--- config.mk ---
export PLATFORM = sky130hd
export DESIGN_NAME = numeric_table_text_tokenizer
export DESIGN_NICKNAME = d
export VERILOG_FILES = /design/src/design/ntt_pkg.sv /design/src/design/ntt_core.sv /design/src/design/ntt_skid.sv /design/src/design/numeric_table_text_tokenizer.sv
export VERILOG_INCLUDE_DIRS = /design/src /design/src/design
export SDC_FILE = /design/constraint.sdc
export NUM_CORES = 1
export LEC_CHECK = 0
export ABC_AREA = 1
export BUFFER_PORTS_ARGS = -buffer_cell sky130_fd_sc_hd__buf_2
export CORE_MARGIN = 2
export CORE_UTILIZATION = 35
export CTS_CLUSTER_DIAMETER = 150
export DETAILED_ROUTE_END_ITERATION = 7
export PLACE_DENSITY_LB_ADDON = 0.05
export SLEW_MARGIN = 25
export SYNTH_ARGS = -nofsm -noshare
export SYNTH_HDL_FRONTEND = slang
export SYNTH_SLANG_ARGS = --single-unit
export TNS_END_PERCENT = 50
--- constraint.sdc ---
create_clock -name clk -period 7.3 [get_ports clk]
set_input_delay 1.46 -clock clk [delete_from_list [all_inputs] [get_ports clk]]
set_output_delay 1.46 -clock clk [all_outputs]
set_load 0.01 [all_outputs]
--- src/design/numeric_table_text_tokenizer_macros.svh ---
// Assertion macros shared by the tokenizer modules.
// Each expects signals named clk and rst_n in the module that uses it.
`ifndef NUMERIC_TABLE_TEXT_TOKENIZER_MACROS_SVH
`define NUMERIC_TABLE_TEXT_TOKENIZER_MACROS_SVH

`ifndef SYNTHESIS

// Same-cycle implication.
`define NTT_ASSERT_IMPLY(label, cond, prop) \
  label: assert property (@(posedge clk) disable iff (!rst_n) (cond) |-> (prop)) \
    else $error("tokenizer assertion failed");

// Next-cycle implication.
`define NTT_ASSERT_NEXT(label, cond, prop) \
  label: assert property (@(posedge clk) disable iff (!rst_n) (cond) |=> (prop)) \
    else $error("tokenizer assertion failed");

`else

`define NTT_ASSERT_IMPLY(label, cond, prop)
`define NTT_ASSERT_NEXT(label, cond, prop)

`endif

`endif

--- src/design/ntt_pkg.sv ---
`default_nettype none

package ntt_pkg;

  // Row limit and derived counter width
  localparam int MAX_ROWS  = 256;
  localparam int ROW_CNT_W = $clog2(MAX_ROWS + 1);

  // Field widths
  localparam int ROW_W    = 8;
  localparam int COL_W    = 2;
  localparam int VALUE_W  = 31;
  localparam int STATUS_W = 2;
  localparam int CHAR_W   = 8;
  localparam int COLCNT_W = 3;

  localparam int IN_TDATA_W  = 8;
  localparam int OUT_TDATA_W = 48;

  localparam logic [VALUE_W-1:0]  VALUE_MAX = {VALUE_W{1'b1}};
  localparam logic [COLCNT_W-1:0] COL_LIMIT = 3'd4;

  // Character codes
  localparam logic [CHAR_W-1:0] CH_SLASH = 8'h2F;
  localparam logic [CHAR_W-1:0] CH_STAR  = 8'h2A;
  localparam logic [CHAR_W-1:0] CH_SPACE = 8'h20;
  localparam logic [CHAR_W-1:0] CH_TAB   = 8'h09;
  localparam logic [CHAR_W-1:0] CH_ZERO  = 8'h30;
  localparam logic [CHAR_W-1:0] CH_NINE  = 8'h39;

  typedef enum logic {
    OP_CHAR = 1'b0,
    OP_EOL  = 1'b1
  } opcode_t;

  typedef enum logic [STATUS_W-1:0] {
    ST_OK        = 2'd0,
    ST_NON_DIGIT = 2'd1,
    ST_FIFTH_COL = 2'd2,
    ST_ROWS_FULL = 2'd3
  } status_t;

  typedef struct packed {
    logic [ROW_W-1:0]   row_index;
    logic [COL_W-1:0]   column;
    logic [VALUE_W-1:0] value;
    status_t            status;
  } result_t;

endpackage

`default_nettype wire

--- src/design/ntt_core.sv ---
`default_nettype none

`include "numeric_table_text_tokenizer_macros.svh"

module ntt_core (
  input  wire logic              clk,
  input  wire logic              rst_n,
  input  wire logic              in_xfer,
  input  wire ntt_pkg::opcode_t  in_op,
  input  wire logic [7:0]        in_char,
  output logic                   res_valid,
  output ntt_pkg::result_t       res
);
  import ntt_pkg::*;

  localparam int ROW_EXT_W = (ROW_CNT_W > ROW_W) ? ROW_CNT_W : ROW_W;

  // Tokenizer state
  logic                 bc_r, bc_nxt;           // block comment open
  logic                 rest_r, rest_nxt;       // rest of line dropped
  logic                 l0_r, l0_nxt;           // pending slash that may start //
  logic                 l1v_r, l1v_nxt;         // pending pair char valid
  logic                 l1s_r, l1s_nxt;         // pending pair char is a star
  logic [VALUE_W-1:0]   word_r, word_nxt;
  logic                 wpres_r, wpres_nxt;
  logic                 wbad_r, wbad_nxt;
  logic [COLCNT_W-1:0]  col_r, col_nxt;
  logic [ROW_CNT_W-1:0] rows_r, rows_nxt;
  logic                 halted_r, halted_nxt;

  // Word accumulate: value * 10 + digit, saturated
  logic                 is_digit;
  logic [VALUE_W+3:0]   acc_sum;
  logic [VALUE_W-1:0]   acc_val;

  assign is_digit = (in_char >= CH_ZERO) && (in_char <= CH_NINE);
  assign acc_sum  = {3'b000, word_r, 1'b0} + {word_r, 3'b000}
                  + (is_digit ? (VALUE_W + 4)'(in_char - CH_ZERO) : '0);
  assign acc_val  = (acc_sum > (VALUE_W + 4)'(VALUE_MAX)) ? VALUE_MAX : acc_sum[VALUE_W-1:0];

  // Result of ending the current word, from present state only
  status_t              emit_status;
  logic [ROW_EXT_W-1:0] emit_row;
  result_t              emit_res;

  always_comb begin
    priority if (wbad_r) begin
      emit_status = ST_NON_DIGIT;
    end else if (col_r == '0 && rows_r >= ROW_CNT_W'(MAX_ROWS)) begin
      emit_status = ST_ROWS_FULL;
    end else if (col_r >= COL_LIMIT) begin
      emit_status = ST_FIFTH_COL;
    end else begin
      emit_status = ST_OK;
    end
    emit_row = (col_r == '0) ? ROW_EXT_W'(rows_r) : ROW_EXT_W'(rows_r - 1'b1);
    emit_res = '0;
    emit_res.status = emit_status;
    if (emit_status == ST_OK) begin
      emit_res.row_index = emit_row[ROW_W-1:0];
      emit_res.column    = col_r[COL_W-1:0];
      emit_res.value     = word_r;
    end
  end

  // Per-transfer next state
  logic do_emit;
  logic skip;
  logic paired;
  logic is_slash;
  logic is_star;
  logic is_blank;

  assign is_slash = (in_char == CH_SLASH);
  assign is_star  = (in_char == CH_STAR);
  assign is_blank = (in_char == CH_SPACE) || (in_char == CH_TAB);

  always_comb begin
    bc_nxt     = bc_r;
    rest_nxt   = rest_r;
    l0_nxt     = l0_r;
    l1v_nxt    = l1v_r;
    l1s_nxt    = l1s_r;
    word_nxt   = word_r;
    wpres_nxt  = wpres_r;
    wbad_nxt   = wbad_r;
    col_nxt    = col_r;
    rows_nxt   = rows_r;
    halted_nxt = halted_r;
    do_emit    = 1'b0;
    skip       = 1'b0;
    paired     = 1'b0;

    if (in_xfer && !halted_r) begin
      unique case (in_op)
        OP_EOL: begin
          // A held slash can still close a comment with a held star
          if (l0_r && l1v_r && l1s_r) begin
            bc_nxt = 1'b0;
          end
          l0_nxt  = 1'b0;
          l1v_nxt = 1'b0;
          do_emit = !bc_nxt && wpres_r;
          word_nxt  = '0;
          wpres_nxt = 1'b0;
          wbad_nxt  = 1'b0;
          rest_nxt  = 1'b0;
        end
        OP_CHAR: begin
          if (!rest_r) begin
            // Line-comment detection, or block-comment close after a held star
            if (l0_r) begin
              l0_nxt = 1'b0;
              if (is_slash) begin
                rest_nxt = 1'b1;
                skip     = 1'b1;
              end else if (l1v_r && l1s_r) begin
                // held star then slash closes the block comment
                bc_nxt  = 1'b0;
                l1v_nxt = 1'b0;
              end else begin
                l1v_nxt = 1'b1;
                l1s_nxt = 1'b0;
              end
            end else if (is_slash) begin
              l0_nxt = 1'b1;
              skip   = 1'b1;
            end
            // Pairing and word building for a non-slash character
            if (!skip) begin
              if (l1v_nxt) begin
                l1v_nxt = 1'b0;
                if (!l1s_nxt && is_star) begin
                  bc_nxt = 1'b1;
                  paired = 1'b1;
                end
              end
              if (!paired) begin
                if (is_star) begin
                  l1v_nxt = 1'b1;
                  l1s_nxt = 1'b1;
                end else if (is_blank) begin
                  if (!bc_nxt && wpres_r) begin
                    do_emit   = 1'b1;
                    word_nxt  = '0;
                    wpres_nxt = 1'b0;
                    wbad_nxt  = 1'b0;
                  end
                end else if (!bc_nxt) begin
                  word_nxt  = acc_val;
                  wpres_nxt = 1'b1;
                  if (!is_digit) begin
                    wbad_nxt = 1'b1;
                  end
                end
              end
            end
          end
        end
        default: begin
        end
      endcase

      // Counters and halt flag after an emitted word; column reset at end of line
      if (do_emit) begin
        if (emit_status != ST_OK) begin
          halted_nxt = 1'b1;
        end else begin
          col_nxt = col_r + 1'b1;
          if (col_r == '0) begin
            rows_nxt = rows_r + 1'b1;
          end
        end
      end
      if (in_op == OP_EOL) begin
        col_nxt = '0;
      end
    end
  end

  assign res_valid = do_emit;
  assign res       = emit_res;

  // State registers
  always_ff @(posedge clk) begin
    if (!rst_n) begin
      bc_r     <= 1'b0;
      rest_r   <= 1'b0;
      l0_r     <= 1'b0;
      l1v_r    <= 1'b0;
      l1s_r    <= 1'b0;
      word_r   <= '0;
      wpres_r  <= 1'b0;
      wbad_r   <= 1'b0;
      col_r    <= '0;
      rows_r   <= '0;
      halted_r <= 1'b0;
    end else begin
      bc_r     <= bc_nxt;
      rest_r   <= rest_nxt;
      l0_r     <= l0_nxt;
      l1v_r    <= l1v_nxt;
      l1s_r    <= l1s_nxt;
      word_r   <= word_nxt;
      wpres_r  <= wpres_nxt;
      wbad_r   <= wbad_nxt;
      col_r    <= col_nxt;
      rows_r   <= rows_nxt;
      halted_r <= halted_nxt;
    end
  end

  `NTT_ASSERT_NEXT(a_halt_sticky, halted_r, halted_r)
  `NTT_ASSERT_IMPLY(a_no_result_when_halted, halted_r, !res_valid)
  `NTT_ASSERT_IMPLY(a_error_fields_zero, res_valid && res.status != ST_OK,
                    res.value == '0 && res.column == '0 && res.row_index == '0)
  `NTT_ASSERT_IMPLY(a_col_range, 1'b1, col_r <= COL_LIMIT)

endmodule

`default_nettype wire

--- src/design/ntt_skid.sv ---
`default_nettype none

`include "numeric_table_text_tokenizer_macros.svh"

module ntt_skid (
  input  wire logic         clk,
  input  wire logic         rst_n,
  input  wire logic         push,
  input  wire ntt_pkg::result_t push_res,
  output logic              can_push,
  output logic              out_valid,
  input  wire logic         out_ready,
  output ntt_pkg::result_t  out_res
);
  import ntt_pkg::*;

  logic    hv_r, hv_nxt;      // head holds a result
  logic    sv_r, sv_nxt;      // skid holds a result
  result_t head_r, head_nxt;
  result_t skid_r, skid_nxt;
  logic    pop;

  assign pop       = hv_r && out_ready;
  assign can_push  = !sv_r;
  assign out_valid = hv_r;
  assign out_res   = head_r;

  // Two-entry queue: head drives the port, skid catches a transfer during a stall
  always_comb begin
    hv_nxt   = hv_r;
    sv_nxt   = sv_r;
    head_nxt = head_r;
    skid_nxt = skid_r;
    if (pop) begin
      if (sv_r) begin
        head_nxt = skid_r;
        sv_nxt   = push;
        skid_nxt = push_res;
      end else begin
        hv_nxt   = push;
        head_nxt = push_res;
      end
    end else if (push) begin
      if (hv_r) begin
        sv_nxt   = 1'b1;
        skid_nxt = push_res;
      end else begin
        hv_nxt   = 1'b1;
        head_nxt = push_res;
      end
    end
  end

  always_ff @(posedge clk) begin
    if (!rst_n) begin
      hv_r <= 1'b0;
      sv_r <= 1'b0;
    end else begin
      hv_r <= hv_nxt;
      sv_r <= sv_nxt;
    end
  end

  always_ff @(posedge clk) begin
    head_r <= head_nxt;
    skid_r <= skid_nxt;
  end

  `NTT_ASSERT_IMPLY(a_skid_behind_head, sv_r, hv_r)
  `NTT_ASSERT_NEXT(a_skid_holds, sv_r && !out_ready, sv_r && $stable(skid_r))
  `NTT_ASSERT_IMPLY(a_no_overflow, push && sv_r, pop)

endmodule

`default_nettype wire

--- src/design/numeric_table_text_tokenizer.sv ---
// Channel | Direction | tdata                        | tuser
// --------+-----------+------------------------------+-------------------
// in_     | slave     | [7:0] char_code              | [0] opcode
// out_    | master     | [7:0] row_index, [9:8] column, | [1:0] status
//         |           | [40:10] value, [47:41] zero  |
//
// One character or end-of-line mark per cycle while in_tready is high; a
// result is queued by the transfer that ends its word and leaves from the
// head register. Rate is set by the core's per-transfer state update.
// A two-entry output queue lets input transfers continue during one stalled
// result; in_tready drops only while both entries are full.
// Synchronous active-low reset clears all control state; an error result
// halts the block until the next reset.
`default_nettype none

module numeric_table_text_tokenizer (
  input  wire logic                                clk,
  input  wire logic                                rst_n,
  input  wire logic                                in_tvalid,
  output logic                                     in_tready,
  input  wire logic [ntt_pkg::IN_TDATA_W-1:0]      in_tdata,   // [7:0] char_code
  input  wire logic                                in_tuser,   // [0] opcode
  output logic                                     out_tvalid,
  input  wire logic                                out_tready,
  output logic [ntt_pkg::OUT_TDATA_W-1:0]          out_tdata,  // row_index, column, value
  output logic [ntt_pkg::STATUS_W-1:0]             out_tuser   // [1:0] status
);
  import ntt_pkg::*;

  logic    in_xfer;
  logic    res_valid;
  result_t res;
  result_t out_res;
  logic    can_push;

  assign in_tready = can_push;
  assign in_xfer   = in_tvalid && can_push;

  ntt_core u_core (
    .clk       (clk),
    .rst_n     (rst_n),
    .in_xfer   (in_xfer),
    .in_op     (opcode_t'(in_tuser)),
    .in_char   (in_tdata[CHAR_W-1:0]),
    .res_valid (res_valid),
    .res       (res)
  );

  ntt_skid u_skid (
    .clk       (clk),
    .rst_n     (rst_n),
    .push      (res_valid),
    .push_res  (res),
    .can_push  (can_push),
    .out_valid (out_tvalid),
    .out_ready (out_tready),
    .out_res   (out_res)
  );

  // Output packing, first field lowest
  assign out_tdata = {(OUT_TDATA_W - ROW_W - COL_W - VALUE_W)'(0),
                      out_res.value, out_res.column, out_res.row_index};
  assign out_tuser = out_res.status;

endmodule

`default_nettype wire
# [Word-level counts from Yosys, hierarchy flattened]
# Cells that the tools add are included.
[totals] inputBits=13 wordCells=193 regBits=139 output_inout_bits=52
[op_classes] n_bitwise=3 muxes=109 add_sub_neg=6 eq_ne=15 order_cmp=5 reduce_logical=34
[ops] cell="$mux 43" n=8
[ops] cell="$mux 31" n=8
[ops] cell="$mux 1" n=76
[ops] cell="$pmux 31 s2" n=1
[ops] cell="$mux 41" n=1
[ops] cell="$add 32x34->35" n=1
[ops] cell="$add 35x35->35" n=1
[ops] cell="$gt 35x31->1 const B" n=1
[ops] cell="$mux 35" n=1
[ops] cell="$eq 8x6->1 const B" n=3
[ops] cell="$ne 2x2->1 const B" n=7
[ops] cell="$pmux 1 s2" n=7
[ops] cell="$reduce_and 3->1" n=4
[ops] cell="$logic_and 1x1->1" n=11
[ops] cell="$add 9x1->9 const B" n=1
[ops] cell="$ge 9x9->1 const B" n=1
[ops] cell="$mux 3" n=3
[ops] cell="$sub 8x6->9 const B" n=1
[ops] cell="$eq 8x4->1 const B" n=1
[ops] cell="$ge 8x6->1 const B" n=1
[ops] cell="$le 8x6->1 const B" n=1
[ops] cell="$mux 8" n=1
[ops] cell="$reduce_and 2->1" n=4
[ops] cell="$reduce_and 8->1" n=1
[ops] cell="15 further kinds" n=27

# [Logic depth before layout (Yosys ltp)]
# Gate-level depths: netlist (run 1).
[logic_depth] ltp_word=28 ltp_mapped=29 ltp_nobuf=27

# [Hierarchy]
# From an unflattened synthesis (run 1), not the netlist that was laid out.
[unflattened] cells_unflattened=1238 hier_area_um2=9460.3
[by_module_without_submodules] mod="ntt_core" cells_each=981 instances=1 seq_area_each_um2=1021.0 area_each_um2=6065.8
[by_module_without_submodules] mod="ntt_skid" cells_each=247 instances=1 seq_area_each_um2=2622.5 area_each_um2=3330.7
[by_module_without_submodules] mod="numeric_table_text_tokenizer" cells_each=10 instances=1 seq_area_each_um2=0.0 area_each_um2=63.8

# [Worst setup path before layout (run 1)]
# No wires, ideal clock.
[synth_timing] path_kind="input -> register" start="input port in_tdata[4] in the netlist's numbering" end="register u_skid.head_r, in the netlist u_skid.out_res[0] (enable)" t_required_ps=6797 path_stages=11 slack_ps=1197 setup_ps=503 path_buffers=0 arrival_ps=5600 cell_sequence="inv_1 -> ha_1 -> inv_1 -> nor2_4 -> nand2_2 -> nand4_1 -> nand2_1 -> nand3_2 -> o21ai_1 -> nand2_1 -> o21ai_0"
[synth_via] elab_chain_len=27 word_cells_on_any_way=48 cone_classes="4 x eq/ne; 37 x mux; 7 x reduce/logical"
[synth_rtl] item="start, declared" line="numeric_table_text_tokenizer.sv:21" rtl="input wire logic [ntt_pkg::IN_TDATA_W-1:0] in_tdata,"
[synth_rtl] item="$eq 8x6->1" line="ntt_core.sv:74" rtl="assign is_slash = (in_char == CH_SLASH);"
[synth_rtl] item="$mux 1" line="ntt_core.sv:114" rtl="if (is_slash) begin"
[synth_rtl] item="$mux 1" line="ntt_core.sv:112" rtl="if (l0_r) begin"
[synth_rtl] item="$mux 1" line="ntt_core.sv:110" rtl="if (!rest_r) begin"
[synth_rtl] item="$mux 1" line="ntt_core.sv:95" rtl="unique case (in_op)"
[synth_rtl] item="$mux 1" line="ntt_core.sv:94" rtl="if (in_xfer && !halted_r) begin"
[synth_rtl] item="$logic_not 1->1" line="ntt_core.sv:133" rtl="if (!l1s_nxt && is_star) begin"
[synth_rtl] item="$logic_and 1x1->1" line="ntt_core.sv:133"
[synth_rtl] item="[... 10 more ...]"
[synth_rtl] item="$mux 1" line="ntt_core.sv:139" rtl="if (is_star) begin"
[synth_rtl] item="$mux 1" line="ntt_core.sv:138" rtl="if (!paired) begin"
[synth_rtl] item="$mux 1 *" line="ntt_core.sv:130" rtl="if (!skip) begin"
[synth_rtl] item="$mux 1 *" line="ntt_core.sv:110"
[synth_rtl] item="$pmux 1 s2 *" line="ntt_core.sv:95"
[synth_rtl] item="$mux 1 * (2 in series)" line="ntt_core.sv:94"
[synth_rtl] item="$reduce_bool 2->1 (no source line) *"
[synth_rtl] item="$reduce_and 2->1 (no source line) *"
[synth_rtl] item="end signal, assigned" line="ntt_skid.sv:65" rtl="head_r <= head_nxt;"
[synth_rtl] item="end, declared" line="ntt_skid.sv:19" rtl="result_t head_r, head_nxt;"
# Every way passes the cells marked *; elsewhere a longest branch is shown, timed or not. The select of a mux whose other input is x is not followed.
# A chain may end at the register's enable or synchronous reset.

# [Final worst setup path (run 1)]
[layout_timing] start="input port in_tdata[1] in the netlist's numbering" end="register u_core.word_r[13]"
[layout_via] elab_chain_len=18 word_cells_on_any_way=58 cone_classes="2 x add/sub; 3 x order compare; 9 x eq/ne; 37 x mux; 7 x reduce/logical"
[layout_rtl] item="parallel branches: the longest is 18 deep, another holds $add 35x35->35"
[layout_rtl] item="end signal, assigned" line="ntt_core.sv:204" rtl="word_r <= word_nxt;"
[layout_rtl] item="end, declared" line="ntt_core.sv:24" rtl="logic [VALUE_W-1:0] word_r, word_nxt;"
# Parallel ways; which one is timed is not known. The select of a mux whose other input is x is not followed.

==> results of run 1 <==
-- kinds of logic (layout without fill, tap and decap cells) --
logic type | after synthesis | in the layout | share of synthesized area
fa+ha+maj | 74 | 74 | 0.102
flops | 139 | 139 | 0.383
buf+inv | 227 | 283 | 0.0972
compound gates | 142 | 142 | 0.0918
other cells | 1 | 7 | 0.000394
xor+xnor | 52 | 52 | 0.0479
simple gates | 642 | 642 | 0.278
-- worst max-delay path: cells and delay by family --
kind	cells	cell delay (ns)
adder cells (fa/ha/maj)	2	0.61
AND/OR/NAND/NOR	17	1.70
XOR/XNOR	1	0.24
buffers and inverters	6	1.06
AO/OA/AOI/OAI	3	0.41
-- power breakdown --
part | internal, uW | switching, uW | total, uW | leakage [uW]
Combinational | 164 | 304 | 468 | 0.00351
Sequential | 866 | 24.3 | 891 | 0.00127
Clock | 508 | 349 | 857 | 0.000293
-- final timing paths --
check,endpoint,slack [ns],cells after the start
worst max register to register,u_core.word_r[13],3.99,20
worst max-delay path,u_core.word_r[13],2.04,29
worst min-delay path,u_core.halted_r,0.46,2
worst min register to register,u_core.halted_r,0.46,2
-- cells in the mapped netlist (2+ instances only) --
| cell | n | area (um^2) |
|---|---|---|
| nand2_2 | 3 | 18.8 |
| ha_1 | 68 | 851 |
| nand2_1 | 432 | 1620 |
| edfxtp_1 | 86 | 2580 |
| nand3_2 | 2 | 20.0 |
| o21ai_1 | 2 | 10.0 |
| o21ai_0 | 21 | 105 |
| a21oi_1 | 63 | 315 |
| buf_4 | 10 | 75.1 |
| a211oi_1 | 2 | 15.0 |
| buf_6 | 3 | 33.8 |
| dfxtp_1 | 53 | 1060 |
| nand3b_1 | 2 | 15.0 |
| clkbuf_1 | 18 | 67.6 |
| nor2_4 | 3 | 33.8 |
| nor3_2 | 2 | 20.0 |
| nand4_1 | 16 | 100 |
| xor2_1 | 35 | 307 |
| nand3_1 | 70 | 350 |
| inv_2 | 5 | 18.8 |
| nor3_1 | 10 | 50.1 |
| fa_1 | 6 | 120 |
| nor2_2 | 2 | 12.5 |
| o21bai_1 | 30 | 225 |
| buf_2 | 10 | 50.1 |
| a31oi_1 | 2 | 12.5 |
| xnor2_1 | 17 | 149 |
| nor2_1 | 95 | 357 |
| nor4_1 | 2 | 12.5 |
| a21oi_2 | 18 | 158 |
| buf_1 | 3 | 11.3 |
| inv_1 | 178 | 668 |
| and2_1 | 2 | 12.5 |
-- sequential cells by signal, indices dropped and copies added (netlist names), 3 cells and up --
| name | count |
|---|---|
| u_core.word_r | 31 |
| u_core.col_r | 3 |
| u_core.rows_r | 9 |
| u_skid.out_res | 43 |
| u_skid.skid_r | 43 |
-- metal layers --
metal	track usage	part of all wire	vias up
li1	-	-	4162
met1	0.267	0.54	3544
met2	0.265	0.42	110
met3	0.0248	0.032	17
met4	0.0394	0.0084	0
met5	0	0	-
-- layout make-up --
class,instances,area share
Clock buffer,22,0.0483
Multi-Input combinational cell,917,0.467
Timing Repair Buffer,68,0.0343
Clock inverter,10,0.00677
Tap cell,341,0.0398
Sequential cell,139,0.340
Inverter,183,0.0643
-- through the flow --
| stage | instance area (um^2) | total power [uW] | setup WS, ns | instances | hold WS [ns] |
|---|---|---|---|---|---|
| 4_1_cts | 10700 | 2240 | 2.08 | 1680 | 0.466 |
| 3_5_place_dp | 10100 | 1380 | 1.66 | 1648 | 0.456 |
| 6_report | 10700 | 2220 | 2.04 | 1680 | 0.464 |
| 2_1_floorplan | 9540 | 1250 | 1.20 | 1283 | 0.435 |
| 5_1_grt | 10700 | 2340 | 1.58 | 1680 | 0.486 |
| 3_3_place_gp | 10100 | 1380 | 1.67 | 1648 | 0.450 |
==> flow_summary.json, run 1 <==
{
  "die_h_um": 169,
  "vias": 7833,
  "worst-endpoint-arrival_ns": 5.54,
  "ys_types": 39,
  "port_buffers": 57,
  "fin_worst_skew_ns": 0.0129,
  "hp-start": "u_core.halted_r",
  "fmax_mhz": 190,
  "drtPass1Iterations": 5,
  "overflow": 0,
  "postSynth.asyncResetShare": 0,
  "n_antenna_cell": 0,
  "final_layout_size_suffix_gt1_frac": 0.105,
  "powerDensity_nw_per_um2": 207,
  "drc": 0,
  "row_count": 60,
  "rsz0062_at_grt": "no",
  "maxSlewViolCount": 0,
  "multiInputGateArea_um2": 5010,
  "startpoint_type": "input port",
  "outcome": "completed",
  "fin_crit_sh": 0.721,
  "final_antenna_net_count": 0,
  "avgSynthCellArea_um2": 7.45,
  "cts_setup_buffers": 0,
  "postSynthCellCount": 1277,
  "synth_area_um2": 9520,
  "numCtsBuffers": 17,
  "cp_slowest_cell": "ha_1",
  "ioPinCount": 65,
  "syn_to_final_growth_pct": 12.7,
  "tns_ns": 0,
  "synth_edf_count": 86,
  "most-common-layout-cells": "nand2_1 (431), inv_1 (178), nor2_1 (93), edfxtp_1 (86), nand3_1 (70)",
  "routedWlPerCell_um": 14.6,
  "cellLeakagePower_uw": 0.00507,
  "relSlewSlack": 0.454,
  "yosysWarnings": 0,
  "timing.rr.start": "u_core.word_r[16]",
  "antenna_found_initial": 0,
  "core_um2": 26800,
  "synth_flop_cell": "edfxtp_1",
  "cts-root-buf": "clkbuf_16",
  "path_class": "input port to flip-flop",
  "fin_util": 0.400,
  "gp_congestion": 0.861,
  "first_global_vias": 7411,
  "crit_required_ns": 7.58,
  "final-hold-violation-count": 0,
  "nets": 1413,
  "yosysSeqAreaShare": 0.383,
  "worst_path_largest_cell_delay_ns": 0.40,
  "routed_wl_um": 24500,
  "ctsHoldBuffers": 0,
  "cts_tree": "built",
  "maxCapViolCount": 0,
  "groute.usage.overall": 0.176,
  "ctsResizeCount": 0,
  "nFillCells": 2806,
  "irDropWorstVdd_v": 0.000157,
  "final_common_cell": "nand2_1",
  "critical_path.startpoint": "in_tdata[1]",
  "drtIter0Drc": 460,
  "post-dp-hpwl_um": 18300,
  "cp_max_fo": 50,
  "cts.sinks": 139,
  "routed_via_density": 4.66,
  "grt_pass1_wl_um": 39600,
  "setup_violations": 0,
  "htree_levels": 4,
  "initial_utilization": 0.355,
  "clk_latency_ns": 0.42,
  "path_common_cell": "nand2_1",
  "grt_max_degree": 51,
  "endpoint_kind": "flip-flop",
  "ff_latch_area_um2": 3640,
  "die_w_um": 169,
  "hold_class": "flip-flop to flip-flop",
  "path_clk_slew_ns": 0.06,
  "clk_path_buf_depth": 2,
  "die_area_um2": 28500,
  "ys_ff_latch": 139,
  "period_minus_slack_ns": 5.26,
  "tightest_slew_ns": 0.818
}
No activity file was read; power rests on OpenSTA's default activity.
==> inputs of run 2 (changes only) <==
Clock period 7.3 ns to 4.4 ns, I/O delays scaled along.
==> run 2 against run 1 <==
Against the previous run: routed wire length is 8.9% higher; die area unchanged; core utilization grew 3.9 points; via count increased by 7.7%; sequential share of layout area shrank 3.0 points; sequential power increased by 66%; global-route usage up 0.90 points; sequential cell count unchanged; count of clock-buffer cells in the layout decreased by 4; final area is 9.8% higher.
==> flow_summary.json, run 2 (synthesis gave the netlist of run 1 again) <==
{
  "routed_wl_um": 26700,
  "path_common_cell": "nand2_1",
  "fin_crit_sh": 0.946,
  "netSwitchingFraction": 0.301,
  "final_layout_size_suffix_gt1_frac": 0.188,
  "fin_worst_skew_ns": 0.0164,
  "vias": 8439,
  "htree_levels": 4,
  "dp.cells": 1750,
  "nets": 1524,
  "relSlewSlack": 0.546,
  "n_antenna_cell": 0,
  "initial_utilization": 0.355,
  "final-hold-violation-count": 0,
  "antenna_found_initial": 0,
  "first_global_vias": 8005,
  "path_clk_slew_ns": 0.06,
  "ioPinCount": 65,
  "cts-root-buf": "clkbuf_16",
  "period_minus_slack_ns": 4.16,
  "die_area_um2": 28500,
  "maxCapViolCount": 0,
  "drc": 0,
  "min_to": "u_core.rows_r[7]",
  "clk_latency_ns": 0.43,
  "grt_max_degree": 47,
  "overflow": 0,
  "final_area_um2": 11800,
  "cp_slowest_cell": "ha_1",
  "cellLeakagePower_uw": 0.00568,
  "drtPass1Iterations": 5,
  "numCtsBuffers": 17,
  "worst-r2r-cell-count": 18,
  "path_class": "input port to flip-flop",
  "row_count": 60,
  "ctsHoldBuffers": 0,
  "tns_ns": 0,
  "port_buffers": 57,
  "worst_path_largest_cell_delay_ns": 0.38,
  "rrSetupSlack_ns": 1.10,
  "stdcell_count": 1791,
  "hp-start": "u_core.rows_r[7]",
  "final_antenna_net_count": 0,
  "irDropWorstVdd_v": 0.000257,
  "clk_path_buf_depth": 2,
  "fmax_mhz": 240,
  "startpoint_type": "input port",
  "routedWlPerCell_um": 14.9,
  "worst_hold_slack_ns": 0.460,
  "critical_path.startpoint": "in_tdata[1]",
  "tightest_slew_ns": 0.679,
  "internal_power_uw": 2730,
  "cp_max_fo": 15,
  "maxSlewViolCount": 0,
  "syn_to_final_growth_pct": 23.7,
  "final_common_cell": "nand2_1",
  "cts.sinks": 139,
  "setup_violations": 0,
  "hold_class": "flip-flop to flip-flop",
  "most-common-layout-cells": "nand2_1 (424), inv_1 (176), buf_4 (114), nor2_1 (90), edfxtp_1 (86)",
  "die_w_um": 169,
  "routed_via_density": 4.71,
  "gp_congestion": 0.818,
  "cts_tree": "built",
  "outcome": "completed",
  "p_comb_frac": 0.242,
  "whs_path_depth": 2,
  "worst-endpoint-arrival_ns": 4.45,
  "power_frac_clock": 0.379,
  "r2r_end": "u_core.word_r[12]",
  "post-dp-hpwl_um": 19200,
  "powerDensity_nw_per_um2": 332,
  "pwr-share-seq": 0.378,
  "drtIter0Drc": 566,
  "timing.rr.start": "u_core.word_r[2]",
  "fin_util": 0.439,
  "place_area_um2": 10900,
  "grt_pass1_wl_um": 42000,
  "die_h_um": 169,
  "groute.usage.overall": 0.185,
  "crit_required_ns": 4.68,
  "endpoint_kind": "flip-flop",
  "power.switching_uw": 1180,
  "core_um2": 26800
}
[run 2: power by group through the flow]
stage / sequential [uW] / combinational [uW] / clock, uW
3_3_place_gp: 1510 / 893 / 0
5_1_grt: 1480 / 1060 / 1570
4_1_cts: 1480 / 899 / 1510
3_5_place_dp: 1510 / 894 / 0
6_report: 1480 / 947 / 1480
2_1_floorplan: 1500 / 573 / 0
[run 2: worst max path at each step]
stage                                    to  slack (ns)  cells after the start
after floorplan            u_skid.skid_r[0]       -0.13                     11
after global placement    u_core.word_r[13]       -0.20                     28
after detailed placement  u_core.word_r[12]       -0.22                     27
after CTS                 u_core.word_r[12]        0.21                     27
after global routing       u_core.word_r[4]      -0.002                     27
final                     u_core.word_r[12]        0.24                     29
[run 2: worst max-delay path, delay by kind of cell]
kind,cells,cell delay [ns]
AOI/OAI and AO/OA,4,0.41
xor gates and xnor gates,1,0.13
adders and majority gates,2,0.56
buffers and inverters,7,1.02
and+or+nand+nor,15,1.42
[run 2: cell type report]
type | count | area [um^2]
Sequential cell | 139 | 3640
Fill cell | 2797 | 15000
Timing Repair Buffer | 179 | 1320
Clock inverter | 14 | 170
Tap cell | 341 | 427
Clock buffer | 18 | 429
Inverter | 183 | 689
Multi-Input combinational cell | 917 | 5100
[run 2: routing by layer]
metal | vias up | share of wire | global-route usage
met5 | - | 0 | 0
met4 | 0 | 0.011 | 0.0442
met3 | 22 | 0.044 | 0.0283
met2 | 157 | 0.42 | 0.271
met1 | 3880 | 0.53 | 0.284
li1 | 4380 | - | -
[run 2: timing repair]
item / in CTS / in global routing
gates resized for setup: 0 / 24
endpoints found under the setup margin: 0 / 31
setup buffers: 0 / 5
[run 2: stage by stage]
stage	setup slack, ns	power (uW)
2_1_floorplan	-0.135	2070
3_3_place_gp	-0.197	2400
3_5_place_dp	-0.217	2400
4_1_cts	0.211	3890
5_1_grt	-0.00219	4120
6_report	0.236	3910
